`config.mk`:
```
export PLATFORM = sky130hd
export DESIGN_NAME = sia_cell
export DESIGN_NICKNAME = d
export VERILOG_FILES = /design/src/sv/sia_pkg.sv /design/src/sv/sia_cell.sv
export SDC_FILE = /design/constraint.sdc
export NUM_CORES = 1
export LEC_CHECK = 0
export BUFFER_PORTS_ARGS = -buffer_cell sky130_fd_sc_hd__buf_4
export CAP_MARGIN = 30
export CORE_MARGIN = 2
export CORE_UTILIZATION = 25
export CTS_CLUSTER_SIZE = 28
export DETAILED_ROUTE_END_ITERATION = 10
export GPL_TIMING_DRIVEN = 0
export PLACE_DENSITY = 0.51
export SLEW_MARGIN = 10
export SYNTH_ARGS = -nofsm -noshare
export SYNTH_HDL_FRONTEND = slang
export SYNTH_SLANG_ARGS = --single-unit
```
`constraint.sdc`:
```
create_clock -name clk -period 1.36 [get_ports clk]
set_input_delay 0.272 -clock clk [delete_from_list [all_inputs] [get_ports clk]]
set_output_delay 0.272 -clock clk [all_outputs]
set_load 0.01 [all_outputs]
```
`src/sv/sia_pkg.sv`:
```
// Shared types, operation codes and constants for the script integer ALU.
package sia_pkg;

    localparam int ACTION_W = 5;

    localparam logic [ACTION_W-1:0] OP_DIV  = 5'd6;
    localparam logic [ACTION_W-1:0] OP_MOD  = 5'd7;
    localparam logic [ACTION_W-1:0] OP_ADD  = 5'd8;
    localparam logic [ACTION_W-1:0] OP_SUB  = 5'd9;
    localparam logic [ACTION_W-1:0] OP_XOR  = 5'd10;
    localparam logic [ACTION_W-1:0] OP_OR   = 5'd11;
    localparam logic [ACTION_W-1:0] OP_AND  = 5'd12;
    localparam logic [ACTION_W-1:0] OP_EQ   = 5'd13;
    localparam logic [ACTION_W-1:0] OP_LOR  = 5'd14;
    localparam logic [ACTION_W-1:0] OP_GT   = 5'd15;
    localparam logic [ACTION_W-1:0] OP_LT   = 5'd16;
    localparam logic [ACTION_W-1:0] OP_GE   = 5'd17;
    localparam logic [ACTION_W-1:0] OP_LE   = 5'd18;
    localparam logic [ACTION_W-1:0] OP_MUL  = 5'd19;
    localparam logic [ACTION_W-1:0] OP_NE   = 5'd20;
    localparam logic [ACTION_W-1:0] OP_LAND = 5'd21;
    localparam logic [ACTION_W-1:0] OP_SRA  = 5'd22;
    localparam logic [ACTION_W-1:0] OP_SHL  = 5'd23;

    // quotient value for a zero divisor, truncated to the data width
    localparam logic [63:0] DIV_ZERO_VALUE = 64'h0000_0000_0FFF_FFFF;

    localparam int FIELD_W = 32;

    typedef enum logic [1:0] {
        KIND_SIMPLE,
        KIND_MUL,
        KIND_DIV,
        KIND_MOD
    } kind_t;

    typedef struct packed {
        logic  valid;
        kind_t kind;
        logic  neg_q;
        logic  neg_r;
        logic  b_zero;
        logic  unknown;
    } ctrl_t;

    // 2^j mod w without a divider; elaboration only
    function automatic int pow2_mod(input int j, input int w);
        int v;
        v = 1;
        for (int k = 0; k < j; k++) begin
            v = v * 2;
            if (v >= w) begin
                v = v - w;
            end
        end
        return v;
    endfunction

endpackage

```
`src/sv/sia_cell.sv`:
```
// One cell of the chain: a restoring-divide step or a shift-add multiply step.
module sia_cell #(
    parameter int DW = 32
) (
    input  logic           clk,
    input  logic           rst_n,
    input  logic           en,
    input  sia_pkg::ctrl_t ctrl_in,
    input  logic [DW-1:0]  p_in,
    input  logic [DW-1:0]  r_in,
    input  logic [DW-1:0]  d_in,
    input  logic [DW-1:0]  m_in,
    input  logic [DW-1:0]  simple_in,
    output sia_pkg::ctrl_t ctrl_out,
    output logic [DW-1:0]  p_out,
    output logic [DW-1:0]  r_out,
    output logic [DW-1:0]  d_out,
    output logic [DW-1:0]  m_out,
    output logic [DW-1:0]  simple_out
);
    import sia_pkg::*;

    logic [DW:0]   rs, trial;
    logic [DW-1:0] p_next, r_next, d_next, m_next;
    ctrl_t         ctrl_reg;
    logic [DW-1:0] p_reg, r_reg, d_reg, m_reg, simple_reg;

    assign rs    = {r_in, p_in[DW-1]};
    assign trial = rs - {1'b0, d_in};

    always_comb
    begin
        p_next = p_in;
        r_next = r_in;
        d_next = d_in;
        m_next = m_in;
        case (ctrl_in.kind)
            KIND_MUL:
            begin
                p_next = p_in + (m_in[0] ? d_in : '0);
                d_next = d_in << 1;
                m_next = m_in >> 1;
            end
            KIND_DIV, KIND_MOD:
            begin
                if (!trial[DW]) begin
                    r_next = trial[DW-1:0];
                    p_next = {p_in[DW-2:0], 1'b1};
                end else begin
                    r_next = rs[DW-1:0];
                    p_next = {p_in[DW-2:0], 1'b0};
                end
            end
            default: ;
        endcase
    end

    always_ff @(posedge clk or negedge rst_n)
    begin
        if (!rst_n) begin
            ctrl_reg <= '0;
        end else if (en) begin
            ctrl_reg <= ctrl_in;
        end
    end

    always_ff @(posedge clk)
    begin
        if (en) begin
            p_reg      <= p_next;
            r_reg      <= r_next;
            d_reg      <= d_next;
            m_reg      <= m_next;
            simple_reg <= simple_in;
        end
    end

    assign ctrl_out   = ctrl_reg;
    assign p_out      = p_reg;
    assign r_out      = r_reg;
    assign d_out      = d_reg;
    assign m_out      = m_reg;
    assign simple_out = simple_reg;
endmodule

```
# Yosys cells after proc, flatten, opt, wreduce, memory -nomap -nowiden

Cells that the tools add are included.

Bits in registers: 167
Bits of input ports: 170
Output and inout port bits: 167

Add/sub/neg operators: 2
Equal/unequal tests: 3
Multiplexer cells: 7
Reduce and logical (&&, ||, !) cells: 1

Operators with widths:

| operator                                            | number |
|---|---|
| 2-to-1 mux 32 bit                                   | 4 |
| one-hot mux 32 bit (2 select lines)                 | 1 |
| subtractor 33 x 32 -> 33 bit                        | 1 |
| adder 32 bit                                        | 1 |
| 2-to-1 mux 31 bit                                   | 1 |
| equality test 2 bit, second input constant          | 2 |
| equality test 2 x 1 -> 1 bit, second input constant | 1 |
| OR reduction 2 bit                                  | 1 |
| 2-to-1 mux 1 bit                                    | 1 |

# Longest topological paths before layout

Gate-level depths: netlist of the first run.

Depth in word-level cells: 3
Mapped depth: 15
Depth with buffers taken out: 13

# Worst setup path before layout of the first run

Ideal clock, no wire load.

Path kind: input port to flip-flop
Start point: in d_in[14]
End point: reg r_reg[0], in the netlist r_out[0], data pin
Arrival time: 2869 ps
Path slack: -1769 ps
Stages: 13
Buffers on the path: 2
Path through: inv_1 ha_1 and2_4 a211oi_2 o21ai_1 a2111oi_2 a21oi_1 or4_1 and3_1 buf_6 buf_12 mux2i_1 mux2_2

Longest elaborated chain between the ends: 3

Ends and longest elaborated chain:

| item                         | RTL line       | source |
|---|---|---|
| start: declaration           | sia_cell.sv:11 | `input logic [DW-1:0] d_in,` |
| subtractor 33 x 32 -> 33 bit | sia_cell.sv:29 | `assign trial = rs - {1'b0, d_in};` |
| 2-to-1 mux 32 bit            | sia_cell.sv:46 | `if (!trial[DW]) begin` |
| 2-to-1 mux 32 bit            | sia_cell.sv:37 | `case (ctrl_in.kind)` |
| net r_next[0]                | sia_cell.sv:24 | `logic [DW-1:0] p_next, r_next, d_next, m_next;` |
| end signal: assignment       | sia_cell.sv:71 | `r_reg <= r_next;` |
| end: declaration             | sia_cell.sv:26 | `logic [DW-1:0] p_reg, r_reg, d_reg, m_reg, simple_reg;` |

The timed path passes the listed nets, and every way through them passes these cells.
A chain may end at the register's enable or synchronous reset.

# Final worst setup path of the first run

Start point: in d_in[15]
End point: reg r_reg[1], in the netlist r_out[1], data pin

Same word-level chain as after synthesis.

==> summary by stage, run 1 <==
Run status
The flow ran to the end, but the final reports show violations. The checks that failed: negative setup slack.

Detailed routing
The final route contains 10163 vias. The average wire length per cell after detail routing is between 15 and 20 um. The DRC violation count after routing is 0. In the routed layout, each cell is associated on average with a via count of 4.71.

Wire segments on met3 add up to 2320 um in the final route. The first detailed-routing pass took 4 iterations. After detailed routing, the met2 layer carries ~21000 um of wire. The aggregate routed wire length is 43000 um. The detail route stage leaves a number of antenna-violating nets equal to 0.

For this block, wires on met1 add up to 18100 um. The uppermost layer routed is met5. The number of DRC markers in iteration 0 is 670.

Worst setup path
The most critical setup path has its startpoint at d_in[15]. The start of the worst register-to-register path is ctrl_out[2]$_DFFE_PN0P_. The cell count of the worst reg-to-reg path is 1. The required time of the critical path is approximately 1.6 ns. STA classifies the critical path startpoint as a primary input.

The termination of the worst setup path is r_out[1]$_DFFE_PP_. In this run the critical register-to-register path is captured at ctrl_out[2]$_DFFE_PN0P_. Of all nets on the critical path, the largest fanout is 6. STA puts the critical path data arrival time at between 2 and 3 ns. The critical path class is in -> reg. Across all register-to-register paths, the minimum setup slack is between 0.5 and 0.6 ns. The endpoint class of the critical path is a flop.

Timing
The ratio of final minimum period to clock period is 198%. Across all setup checks in the final design, the least slack found is -1.33 ns. The shortest period the worst path allows is 2.69 ns.

The maximum clock frequency is 372 MHz. Across all hold checks on the routed design, the worst slack comes to 0.0485 ns. The count of endpoints failing hold in the final timing report is 0. The slew at the pin with the worst max-slew slack is between 0.9 and 1 ns.

In this run the tightest slew margin relative to its limit is between 30% and 40%. The setup TNS after final layout is -67.55 ns. Setup repair after global routing could not meet its margin everywhere. The final max-slew violation count is 0. The final-report setup violation count is 64. The clock tree skew after final layout is 0 ns.

CTS
The clock net in this run drives a total of around 170 sinks. The clock slew seen by the registers of the worst setup and hold paths is ~0.070 ns. At the later pin of the worst-skew pair, clock insertion delay measures approximately 0.45 ns. The worst-case clock buffer depth is 2.

Buffers inserted during clock tree synthesis total 17. The CTS H-tree depth is 4. The buffer type at the clock tree root is clkbuf_16. TritonCTS built the clock tree.

Floorplan
In this run the horizontal extent of the chip is 212 um. The core box area is 0.0429 mm2. In this run the core area contains 76 standard-cell rows. about 340 I/O pins were placed.

The effective utilization at floorplan is 25.3%. The overall die area is 0.0450 mm2. From bottom edge to top edge, the die measures 212 um.

Synth
The post-synthesis share of cell area spent on xor and xnor gates is under 10%. The area share of the largest cell type after synthesis is roughly 44%. After synthesis, the mean cell area works out to 9.63 um2. The synthesized-area fraction occupied by ao, oa, aoi and oai cells is 17.1%.

The share of flip-flops with an asynchronous set or reset after synthesis is 4.19%. The count of state elements after synthesis is 167. edfxtp_1 takes more of the synthesized area than any other cell. By count the netlist is led by nand2_1, edfxtp_1, o21ai_0, a21oi_1, inv_1. The post-synthesis cell count is 1125. The proportion of synthesized area in mux cells is 5.14%. The share of the Yosys chip area taken by registers is 46.0%. Summing the areas of all fa, ha and maj instances in the mapped netlist gives 7.65% of the synthesized area. The area fraction in and, or, nand and nor cells after synthesis is roughly 16%. In the post-synthesis netlist, the biggest area contributors are edfxtp_1, ha_1, nand2_1, o21ai_0, mux2i_1. The netlist uses between 60 and 70 different library cells.

The combinational family with the most area after synthesis is compound AO/OA/AOI/OAI gates. The number of enable flip-flop cells after synthesis is 160. The number of nets in the synthesized netlist is 1360.

After synthesis the cells add up to approximately 0.011 mm2. Among all flip-flop cells after synthesis, the most frequent one is edfxtp_1. In the post-synthesis netlist, the cell with the most instances is nand2_1. During synthesis, Yosys emitted a total of 0 warnings.

Final layout
The net count of the finished layout is 1792. The share of cells above drive strength 1 is around two fifths. The signed area change from the synthesized netlist to the final layout is 55.5%. The final cell count without fillers is 2158. With fillers left out, the area of the finished cells amounts to 0.0168 mm2. Cells fill between 30 and 40% of the core in the end.

GRT
The via count of the first global-routing pass is 10303. The number of antenna violations at the first check in global routing is 5. Global routing consumed, over all layers together, 18.8% of the routing resources. The remaining global-route overflow is 0. The first global-routing pass estimated slightly above 60000 um of wire. Entering global routing, the biggest net connects 92 pins.

Placed design
The sum of net half-perimeters after detailed placement is 32700 um. The area of placed instances is 0.0147 mm2. During placement, the flow inserted port buffers numbering 335. The worst slack after detailed placement is -2.30 ns.

After detailed placement, the design holds a cell count of 2046. Routability-driven placement finished with a final weighted congestion of ~0.85.

Pwr
For this design the ratio of total power to cell area is 1000 mW/mm2. The reported leakage power is 7.12 nW. The design draws 16.9 mW. The highest ir drop seen on vdd is 0.000615 V.

Hold path
The startpoint identified for the worst hold timing path is ctrl_in[6]. The tightest min-delay check is of the in -> reg type.

Run
The count of maximum capacitance violations is 0.
-- worst max-delay path, stage by stage --
cell       delay (ns)
buf_12           0.09
inv_8            0.03
ha_4             0.25
and2_4           0.17
a211oi_4         0.29
o21ai_4          0.10
a2111oi_4        0.30
a21oi_2          0.11
or4_4            0.48
and3_4           0.25
buf_12           0.16
mux2i_1          0.12
mux2_4           0.25
-- state kept, by name, summed over array words and instances, names as in the netlist --
name	cells
r_out	32
ctrl_out	7
p_out	32
simple_out	32
d_out	32
m_out	32
-- worst min-delay path by stage --
stage,end,slack [ns],cells after the start
after global routing,ctrl_out[3]$_DFFE_PN0P_,0.02,2
after CTS,ctrl_out[6]$_DFFE_PN0P_,0.007,2
final,ctrl_out[6]$_DFFE_PN0P_,0.05,2
after detailed placement,ctrl_out[6]$_DFFE_PN0P_,0.09,1
after global placement,ctrl_out[0]$_DFFE_PN0P_,0.09,1
after floorplan,ctrl_out[0]$_DFFE_PN0P_,-0.02,0
-- repair_timing --
item                                    4_1_cts  5_1_grt
setup buffers                                32       22
gates cloned                                  2        0
gates resized for setup                     123       65
endpoints found under the setup margin      112       90
hold buffers                                 33        0
pin swaps                                    51       32
endpoints found under the hold margin        39        0
-- cell families after synthesis --
family                   after synthesis
flip-flops                           167
AND/OR/NAND/NOR                      373
multiplexers                          54
buffers and inverters                118
AO/OA/AOI/OAI                        299
adder cells (fa/ha/maj)               65
XOR/XNOR                              49
-- power by group --
| part | switching [mW] | internal, mW | total (mW) |
|---|---|---|---|
| registers | 0.170 | 6.25 | 6.42 |
| clock network | 2.46 | 2.45 | 4.91 |
| logic | 2.84 | 2.68 | 5.52 |
| total | 5.47 | 11.4 | 16.9 |
-- cell usage in the layout (no fill, tap or decap), types with 11 or more instances in the layout --
cell	count
nor2_1	52
clkbuf_1	20
nand3_1	18
dlygate4sd3_1	33
o21ai_1	23
nor3_1	11
mux2i_1	43
buf_6	33
a21oi_1	60
o21ai_0	55
ha_1	33
ha_4	26
xor2_1	18
o21ai_2	11
a21o_1	20
a21oi_2	15
nand2_1	189
clkbuf_16	19
and2_1	25
edfxtp_1	160
a21oi_4	11
inv_1	57
xnor2_1	24
buf_4	350
-- routing by layer --
| layer | up-vias | global-route usage, % |
|---|---|---|
| li1 | 4942 | - |
| met1 | 4871 | 22.3 |
| met2 | 289 | 33.1 |
| met3 | 57 | 3.88 |
| met4 | 4 | 7.21 |
| met5 | - | 0 |
-- final cells by class --
| cell class | count | area, um2 |
|---|---|---|
| Clock buffer | 17 | 425 |
| Timing Repair Buffer | 421 | 3470 |
| Fill cell | 4232 | 26000 |
| Multi-Input combinational cell | 840 | 6470 |
| Tap cell | 585 | 732 |
| Sequential cell | 167 | 4980 |
| Clock inverter | 15 | 154 |
| Buffer | 44 | 334 |
| Antenna cell | 3 | 7.51 |
| Inverter | 66 | 270 |
Power figures use the tool's default switching activity.
==> run 2, diff against run 1 <==
--- a/config.mk
+++ b/config.mk
@@ -7,7 +7,7 @@
 export LEC_CHECK = 0
 export BUFFER_PORTS_ARGS = -buffer_cell sky130_fd_sc_hd__buf_4
 export CAP_MARGIN = 30
-export CORE_MARGIN = 2
+export CORE_MARGIN = 10
 export CORE_UTILIZATION = 25
 export CTS_CLUSTER_SIZE = 28
 export DETAILED_ROUTE_END_ITERATION = 10
==> summary by stage, run 2 (synthesis results as in run 1) <==
CTS
The CTS tree is done (unchanged). The total number of clock tree sinks came to 167 (unchanged). The insertion delay of the later-clocked pin in the worst-skew pair is 0.45 ns (about the same). The worst-case clock buffer depth is 2 (unchanged).

The CTS H-tree depth is 4 (unchanged). The buffer type at the clock tree root is clkbuf_16 (unchanged). The clock slew seen by the registers of the worst setup and hold paths is 0.08 ns (was 0.07 ns).

The TritonCTS buffer count was 17 (unchanged).

Pwr
The reported leakage power is 7.22 nW (was 7.12 nW). The total power density per cell area is 1010 mW/mm2 (was 1000 mW/mm2). The highest ir drop seen on vdd is 0.000658 V (was 0.000615 V).

Detailed routing
The overall via count from detail_route is 10231 (was 10163). The residual antenna-violating net count after detailed routing is 0 (unchanged). The number of DRC markers in iteration 0 is 667 (was 670). The DRC violation count after routing is 0 (unchanged).

The aggregate routed wire length is 45500 um (was 43000 um). The length of the first detailed-routing pass in iterations is 5 (was 4). The average wire length per cell after detail routing is 21.0 um (was 19.9 um). The ratio of routed vias to standard cells is 4.73 (was 4.71).

Worst setup path
The kind of cell adding the most delay to the critical path is compound AO/OA/AOI/OAI gates (was simple AND/OR/NAND/NOR gates). The critical path class was in -> reg (unchanged). The buffering stage count on the worst path with inverters included is 3 (unchanged).

The endpoint class of the critical path is a flop (unchanged). The critical-path maximum fanout is 5 (was 6). Series of cell instances along the critical path: buf_8 -> inv_8 -> ha_4 -> fa_2 -> nor2b_4 -> o31ai_4 -> a31oi_4 -> a21oi_4 -> a21oi_2 -> or4_1 -> and3_4 -> buf_12 -> mux2i_1 -> mux2_4 (was buf_12 -> inv_8 -> ha_4 -> and2_4 -> a211oi_4 -> o21ai_4 -> a2111oi_4 -> a21oi_2 -> or4_4 -> and3_4 -> buf_12 -> mux2i_1 -> mux2_4). The critical path startpoint category is a primary input (unchanged). The required time of the critical path was 1.57 ns (about the same). The arrival time at the worst endpoint was 2.97 ns (was 2.90 ns). The delay of the slowest critical-path stage is 0.48 ns (about the same). The slowest cell on the critical path was or4_1 (was or4_4).

Timing
The final-report setup violation count is 63 (was 64). The headroom to the max-slew limit is 31.8% (was 34.3%). The setup TNS after final layout came to -69.06 ns (was -67.55 ns). The final max-slew violation count was 0 (unchanged).

The smallest setup slack after layout was -1.39 ns (was -1.33 ns). The ratio of final minimum period to clock period is 202% (was 198%). The shortest period the worst path allows was 2.75 ns (was 2.69 ns). The maximum clock frequency is 363 MHz (was 372 MHz). The worst hold-check slack is 0.0452 ns (was 0.0485 ns). The count of endpoints failing hold in the final timing report is 0 (unchanged).

The slew at the pin with the worst max-slew slack is 1.02 ns (was 0.986 ns). The clock tree skew after final layout was 0 ns (unchanged). Setup repair after global routing missed its margin: true (unchanged).

Final layout
The leading cell type in the layout, fill and taps excluded was buf_4 (unchanged). The share of cells above drive strength 1 was 39.2% (was 38.9%). The final core utilization is 39.5% (was 39.3%). The area of all sequential standard cells is 0.00498 mm2 (unchanged). The final-stage net count was 1800 (was 1792).

The total non-filler cell area in the finished layout is 0.0170 mm2 (was 0.0168 mm2). The area occupied by multi-input gates is 0.00645 mm2 (was 0.00647 mm2). The number of fill cells in the layout is 4280 (was 4232). Commonest non-fill, non-tap cells in the layout: buf_4, nand2_1, edfxtp_1 (unchanged). The signed area change from the synthesized netlist to the final layout is 56.7% (was 55.5%).

Floorplan
The top-level I/O count was 337 (unchanged). The height of the die is 228 um (was 212 um). The overall die area is 0.0521 mm2 (was 0.0450 mm2). The die extent in x is 228 um (was 212 um).

The effective utilization at floorplan is 25.2% (was 25.3%). The number of rows in the core area is 76 (unchanged). The core box area is 0.0430 mm2 (was 0.0429 mm2).

Placed design
The weighted congestion reported at the end of routability-driven placement was 0.881 (was 0.847). The area of placed instances came to 0.0147 mm2 (unchanged). The count of input and output buffers came to 335 (unchanged).

The sum of net half-perimeters after detailed placement is 34800 um (was 32700 um).

GRT
The number of antenna violations at the first check in global routing is 3 (was 5). The pin count of the biggest net entering global routing is 67 (was 92). The total track usage is 16.9% (was 18.8%). The first-pass GRT wire length came to 66300 um (was 62000 um). The via count of the first global-routing pass is 10415 (was 10303). The remaining global-route overflow is 0 (unchanged).

Run
The count of maximum capacitance violations is 0 (unchanged).

Hold path
The type of the most critical hold path was in -> reg (unchanged).

Run status
Violated checks: negative setup slack (unchanged). Result of the run: complete, but fails checks (unchanged).
## run 2: timing repair
action / 4_1_cts / 5_1_grt
hold buffers: 33 / 0
setup endpoints to repair: 113 / 69
hold endpoints to repair: 39 / 0
setup buffers: 34 / 26
cloned: 5 / 0
pin swaps: 57 / 43
resized for setup: 120 / 68
## run 2: cell type report
type | count | share of cell area [%]
multi-input combinational | 840 | 38.0
timing repair buffer | 426 | 20.9
tap | 585 | 4.31
antenna | 2 | 0.0295
buffer | 47 | 2.15
sequential | 167 | 29.3
clock buffer | 17 | 2.51
inverter | 66 | 1.58
clock inverter | 15 | 1.18
## run 2: per-stage QoR
stage / worst slack (ns) / power [mW] / cells
2_1_floorplan: -1.56 / 9.11 / 1125
5_1_grt: -1.41 / 18.1 / 2164
6_report: -1.39 / 17.2 / 2165
3_5_place_dp: -2.35 / 11.3 / 2046
4_1_cts: -1.35 / 17.2 / 2145
3_3_place_gp: -2.40 / 11.3 / 2045
## run 2: final timing paths
path,from,to,slack (ns),cells after the start
setup / recovery,p_in[31],r_out[0]$_DFFE_PP_,-1.39,14
setup reg to reg,ctrl_out[3]$_DFFE_PN0P_,ctrl_out[3]$_DFFE_PN0P_,0.59,1
min in group asynchronous,rst_n,ctrl_out[2]$_DFFE_PN0P_,0.16,2
hold / removal,ctrl_in[2],ctrl_out[2]$_DFFE_PN0P_,0.05,2
max in group asynchronous,rst_n,ctrl_out[3]$_DFFE_PN0P_,1.07,2
hold reg to reg,ctrl_out[0]$_DFFE_PN0P_,ctrl_out[0]$_DFFE_PN0P_,0.51,1
## run 2: per-layer routing
| layer | global-route usage, % | routed length (um) | up-vias |
|---|---|---|---|
| met5 | 0 | 13 | - |
| met4 | 5.29 | 1050 | 2 |
| met3 | 3.71 | 2020 | 56 |
| met2 | 29.3 | 22600 | 284 |
| met1 | 20.3 | 19800 | 4929 |
| li1 | - | - | 4960 |
## run 2: power breakdown
part           internal [mW]  total [mW]  switching [mW]  leakage (nW)
clock                   2.67        5.20            2.52         0.305
combinational           2.70        5.57            2.86          5.27
sequential              6.25        6.42           0.168          1.65
==> run 3, diff against run 2 <==
--- a/config.mk
+++ b/config.mk
@@ -12,6 +12,7 @@
 export CTS_CLUSTER_SIZE = 28
 export DETAILED_ROUTE_END_ITERATION = 10
 export GPL_TIMING_DRIVEN = 0
+export MAX_ROUTING_LAYER = met4
 export PLACE_DENSITY = 0.51
 export SLEW_MARGIN = 10
 export SYNTH_ARGS = -nofsm -noshare
==> summary by stage, run 3 (synthesis results as in run 1) <==
Run status
Result of the run: complete, but fails checks (unchanged). Violated checks: negative setup slack (unchanged).

Worst setup path
The critical-path maximum fanout was 6 (was 5). Series of cell instances along the critical path: buf_8 -> inv_8 -> ha_4 -> fa_2 -> nor2b_4 -> o31ai_4 -> a31oi_4 -> a21oi_4 -> a21oi_2 -> or4_1 -> and3_4 -> buf_12 -> mux2i_1 -> mux2_4 (unchanged). The slowest cell on the critical path is or4_1 (unchanged). The arrival time at the worst endpoint is 2.96 ns (was 2.97 ns).

The delay of the slowest critical-path stage is 0.47 ns (was 0.48 ns). The endpoint class of the critical path is a flop (unchanged). The critical path class is in -> reg (unchanged). The critical path startpoint category was a primary input (unchanged). The required time of the critical path is 1.61 ns (was 1.57 ns).

Pwr
The net switching power figure is 5.60 mW (was 5.56 mW). The total power density per cell area came to 994 mW/mm2 (was 1010 mW/mm2). The highest ir drop seen on vdd is 0.000742 V (was 0.000658 V).

The share of power burned in the clock network is 28.9% (was 30.3%). The part of the total power dissipated in combinational logic is 33.5% (was 32.4%). The power share of the sequential group came to 37.6% (was 37.3%). The reported leakage power was 7.32 nW (was 7.22 nW). The net switching share of the total power is 32.7% (was 32.3%). The internal power component is 11.5 mW (was 11.6 mW).

Timing
The headroom to the max-slew limit is 31.2% (was 31.8%). The slew at the pin with the worst max-slew slack is 1.03 ns (was 1.02 ns). The final max-slew violation count was 0 (unchanged). The maximum clock frequency is 369 MHz (was 363 MHz). The smallest setup slack after layout is -1.35 ns (was -1.39 ns). The final-report setup violation count is 63 (unchanged). The clock tree skew after final layout was 0 ns (unchanged).

The ratio of final minimum period to clock period came to 199% (was 202%). The count of endpoints failing hold in the final timing report came to 0 (unchanged). The shortest period the worst path allows was 2.71 ns (was 2.75 ns).

Setup repair after global routing missed its margin: true (unchanged).

Floorplan
The overall die area is 0.0521 mm2 (unchanged). The top-level I/O count is 337 (unchanged). The number of rows in the core area is 76 (unchanged).

The core box area came to 0.0430 mm2 (unchanged). The die extent in x came to 228 um (unchanged). The height of the die is 228 um (unchanged). The effective utilization at floorplan came to 25.2% (unchanged).

Final layout
The leading cell type in the layout, fill and taps excluded is buf_4 (unchanged). The number of fill cells in the layout is 4266 (was 4280). Commonest non-fill, non-tap cells in the layout: buf_4, nand2_1, edfxtp_1 (unchanged). The area occupied by multi-input gates is 0.00648 mm2 (was 0.00645 mm2).

The final core utilization came to 40.1% (was 39.5%). The total non-filler cell area in the finished layout is 0.0172 mm2 (was 0.0170 mm2). The final-stage net count is 1817 (was 1800). The area of all sequential standard cells is 0.00498 mm2 (unchanged). The signed area change from the synthesized netlist to the final layout is 59.1% (was 56.7%).

The share of cells above drive strength 1 is 39.9% (was 39.2%).

Placed design
The weighted congestion reported at the end of routability-driven placement is 0.883 (was 0.881). The count of input and output buffers is 335 (unchanged). The sum of net half-perimeters after detailed placement was 34900 um (was 34800 um). The area of placed instances is 0.0147 mm2 (unchanged).

Detailed routing
The ratio of routed vias to standard cells is 4.72 (was 4.73). The DRC violation count after routing came to 0 (unchanged). The number of DRC markers in iteration 0 is 726 (was 667). The aggregate routed wire length was 46100 um (was 45500 um). The length of the first detailed-routing pass in iterations is 5 (unchanged). The overall via count from detail_route came to 10290 (was 10231). The residual antenna-violating net count after detailed routing came to 0 (unchanged).

The average wire length per cell after detail routing is 21.1 um (was 21.0 um).

CTS
The clock slew seen by the registers of the worst setup and hold paths was 0.08 ns (about the same). The CTS tree is done (unchanged). The TritonCTS buffer count is 17 (unchanged).

The total number of clock tree sinks came to 167 (unchanged). The buffer type at the clock tree root is clkbuf_16 (unchanged). The insertion delay of the later-clocked pin in the worst-skew pair is 0.48 ns (was 0.45 ns). The worst-case clock buffer depth is 2 (unchanged). The CTS H-tree depth came to 4 (unchanged).

Hold path
The type of the most critical hold path is in -> reg (unchanged).

GRT
The pin count of the biggest net entering global routing is 75 (was 67). The number of antenna violations at the first check in global routing is 2 (was 3). The total track usage is 17.8% (was 16.9%). The first-pass GRT wire length is 67200 um (was 66300 um). The remaining global-route overflow is 0 (unchanged). The via count of the first global-routing pass came to 10434 (was 10415).

Run
The count of maximum capacitance violations was 0 (unchanged).
==> run 3: changes by cell type in the layout (fill, tap and decap cells not counted), moves of 2 or more <==
cell,delta
a21oi_1,+2
clkinvlp_4,+2
ha_2,+3
ha_4,-2
mux2i_1,-2
buf_6,+47
dlygate4sd3_1,+5
nand3_2,+3
nand3_1,-2
clkinv_8,-3
a21oi_2,-2
inv_4,+2
buf_4,-33
==> run 3: layer usage <==
metal / vias to the layer above / part of all wire [%] / global-route usage (%) / routed length (um)
li1: 4980 / - / - / -
met1: 4994 / 44 / 20.9 / 20300
met5: - / 0 / - / 0
met4: 0 / 1.5 / 4.81 / 698
met2: 283 / 50 / 30.0 / 23100
met3: 33 / 4.3 / 4.10 / 1990
==> run 3: final timing paths <==
| kind | startpoint | end | slack [ns] | cells past startpoint |
|---|---|---|---|---|
| min | m_in[2] | m_out[1]$_DFFE_PP_ | 0.05 | 3 |
| max | p_in[31] | r_out[0]$_DFFE_PP_ | -1.35 | 14 |
| max reg2reg | ctrl_out[3]$_DFFE_PN0P_ | ctrl_out[3]$_DFFE_PN0P_ | 0.59 | 1 |
| max in group asynchronous | rst_n | ctrl_out[5]$_DFFE_PN0P_ | 1.08 | 2 |
| min in group asynchronous | rst_n | ctrl_out[4]$_DFFE_PN0P_ | 0.16 | 2 |
| min reg2reg | ctrl_out[5]$_DFFE_PN0P_ | ctrl_out[5]$_DFFE_PN0P_ | 0.51 | 1 |
==> run 3: layout make-up <==
class | count | share of cell area, %
multi-input cells | 840 | 37.6
clock inverters | 15 | 0.885
well taps | 585 | 4.25
flip-flops and latches | 167 | 28.9
plain buffers | 48 | 2.17
repair buffers | 442 | 22.1
diodes | 2 | 0.0290
clock buffers | 17 | 2.47
inverters | 66 | 1.55
==> run 3: what timing repair did <==
item | 4_1_cts | 5_1_grt
resized for setup | 145 | 100
pin swaps | 49 | 57
hold endpoints to repair | 44 | 0
hold buffers | 38 | 0
gates cloned | 5 | 0
endpoints found under the setup margin | 108 | 147
setup buffers | 47 | 29
==> run 3: critical path: cells and delay by family <==
family	cells	cell delay, ns
AO/OA/AOI/OAI	4	0.79
adder cells (fa/ha/maj)	2	0.37
buffers and inverters	3	0.34
multiplexers	2	0.38
AND/OR/NAND/NOR	3	0.78
==> run 3: metrics by stage <==
step | setup WS, ns | std cells | hold slack [ns] | TNS (ns) | power [mW]
2_1_floorplan | -1.56 | 1125 | -0.0236 | -72.89 | 9.11
3_3_place_gp | -2.39 | 2045 | 0.0889 | -310.90 | 11.3
3_5_place_dp | -2.32 | 2046 | 0.0908 | -171.35 | 11.3
4_1_cts | -1.28 | 2165 | 0.00203 | -64.04 | 17.1
5_1_grt | -1.39 | 2182 | 0.0270 | -72.35 | 18.0
6_report | -1.35 | 2182 | 0.0493 | -68.31 | 17.1
==> run 3: power groups by stage <==
stage	registers (mW)	clock network, mW	logic (mW)
2_1_floorplan	6.78	0	2.33
3_3_place_gp	6.54	0	4.72
3_5_place_dp	6.54	0	4.76
4_1_cts	6.44	5.18	5.52
5_1_grt	6.50	5.34	6.21
6_report	6.45	4.95	5.74
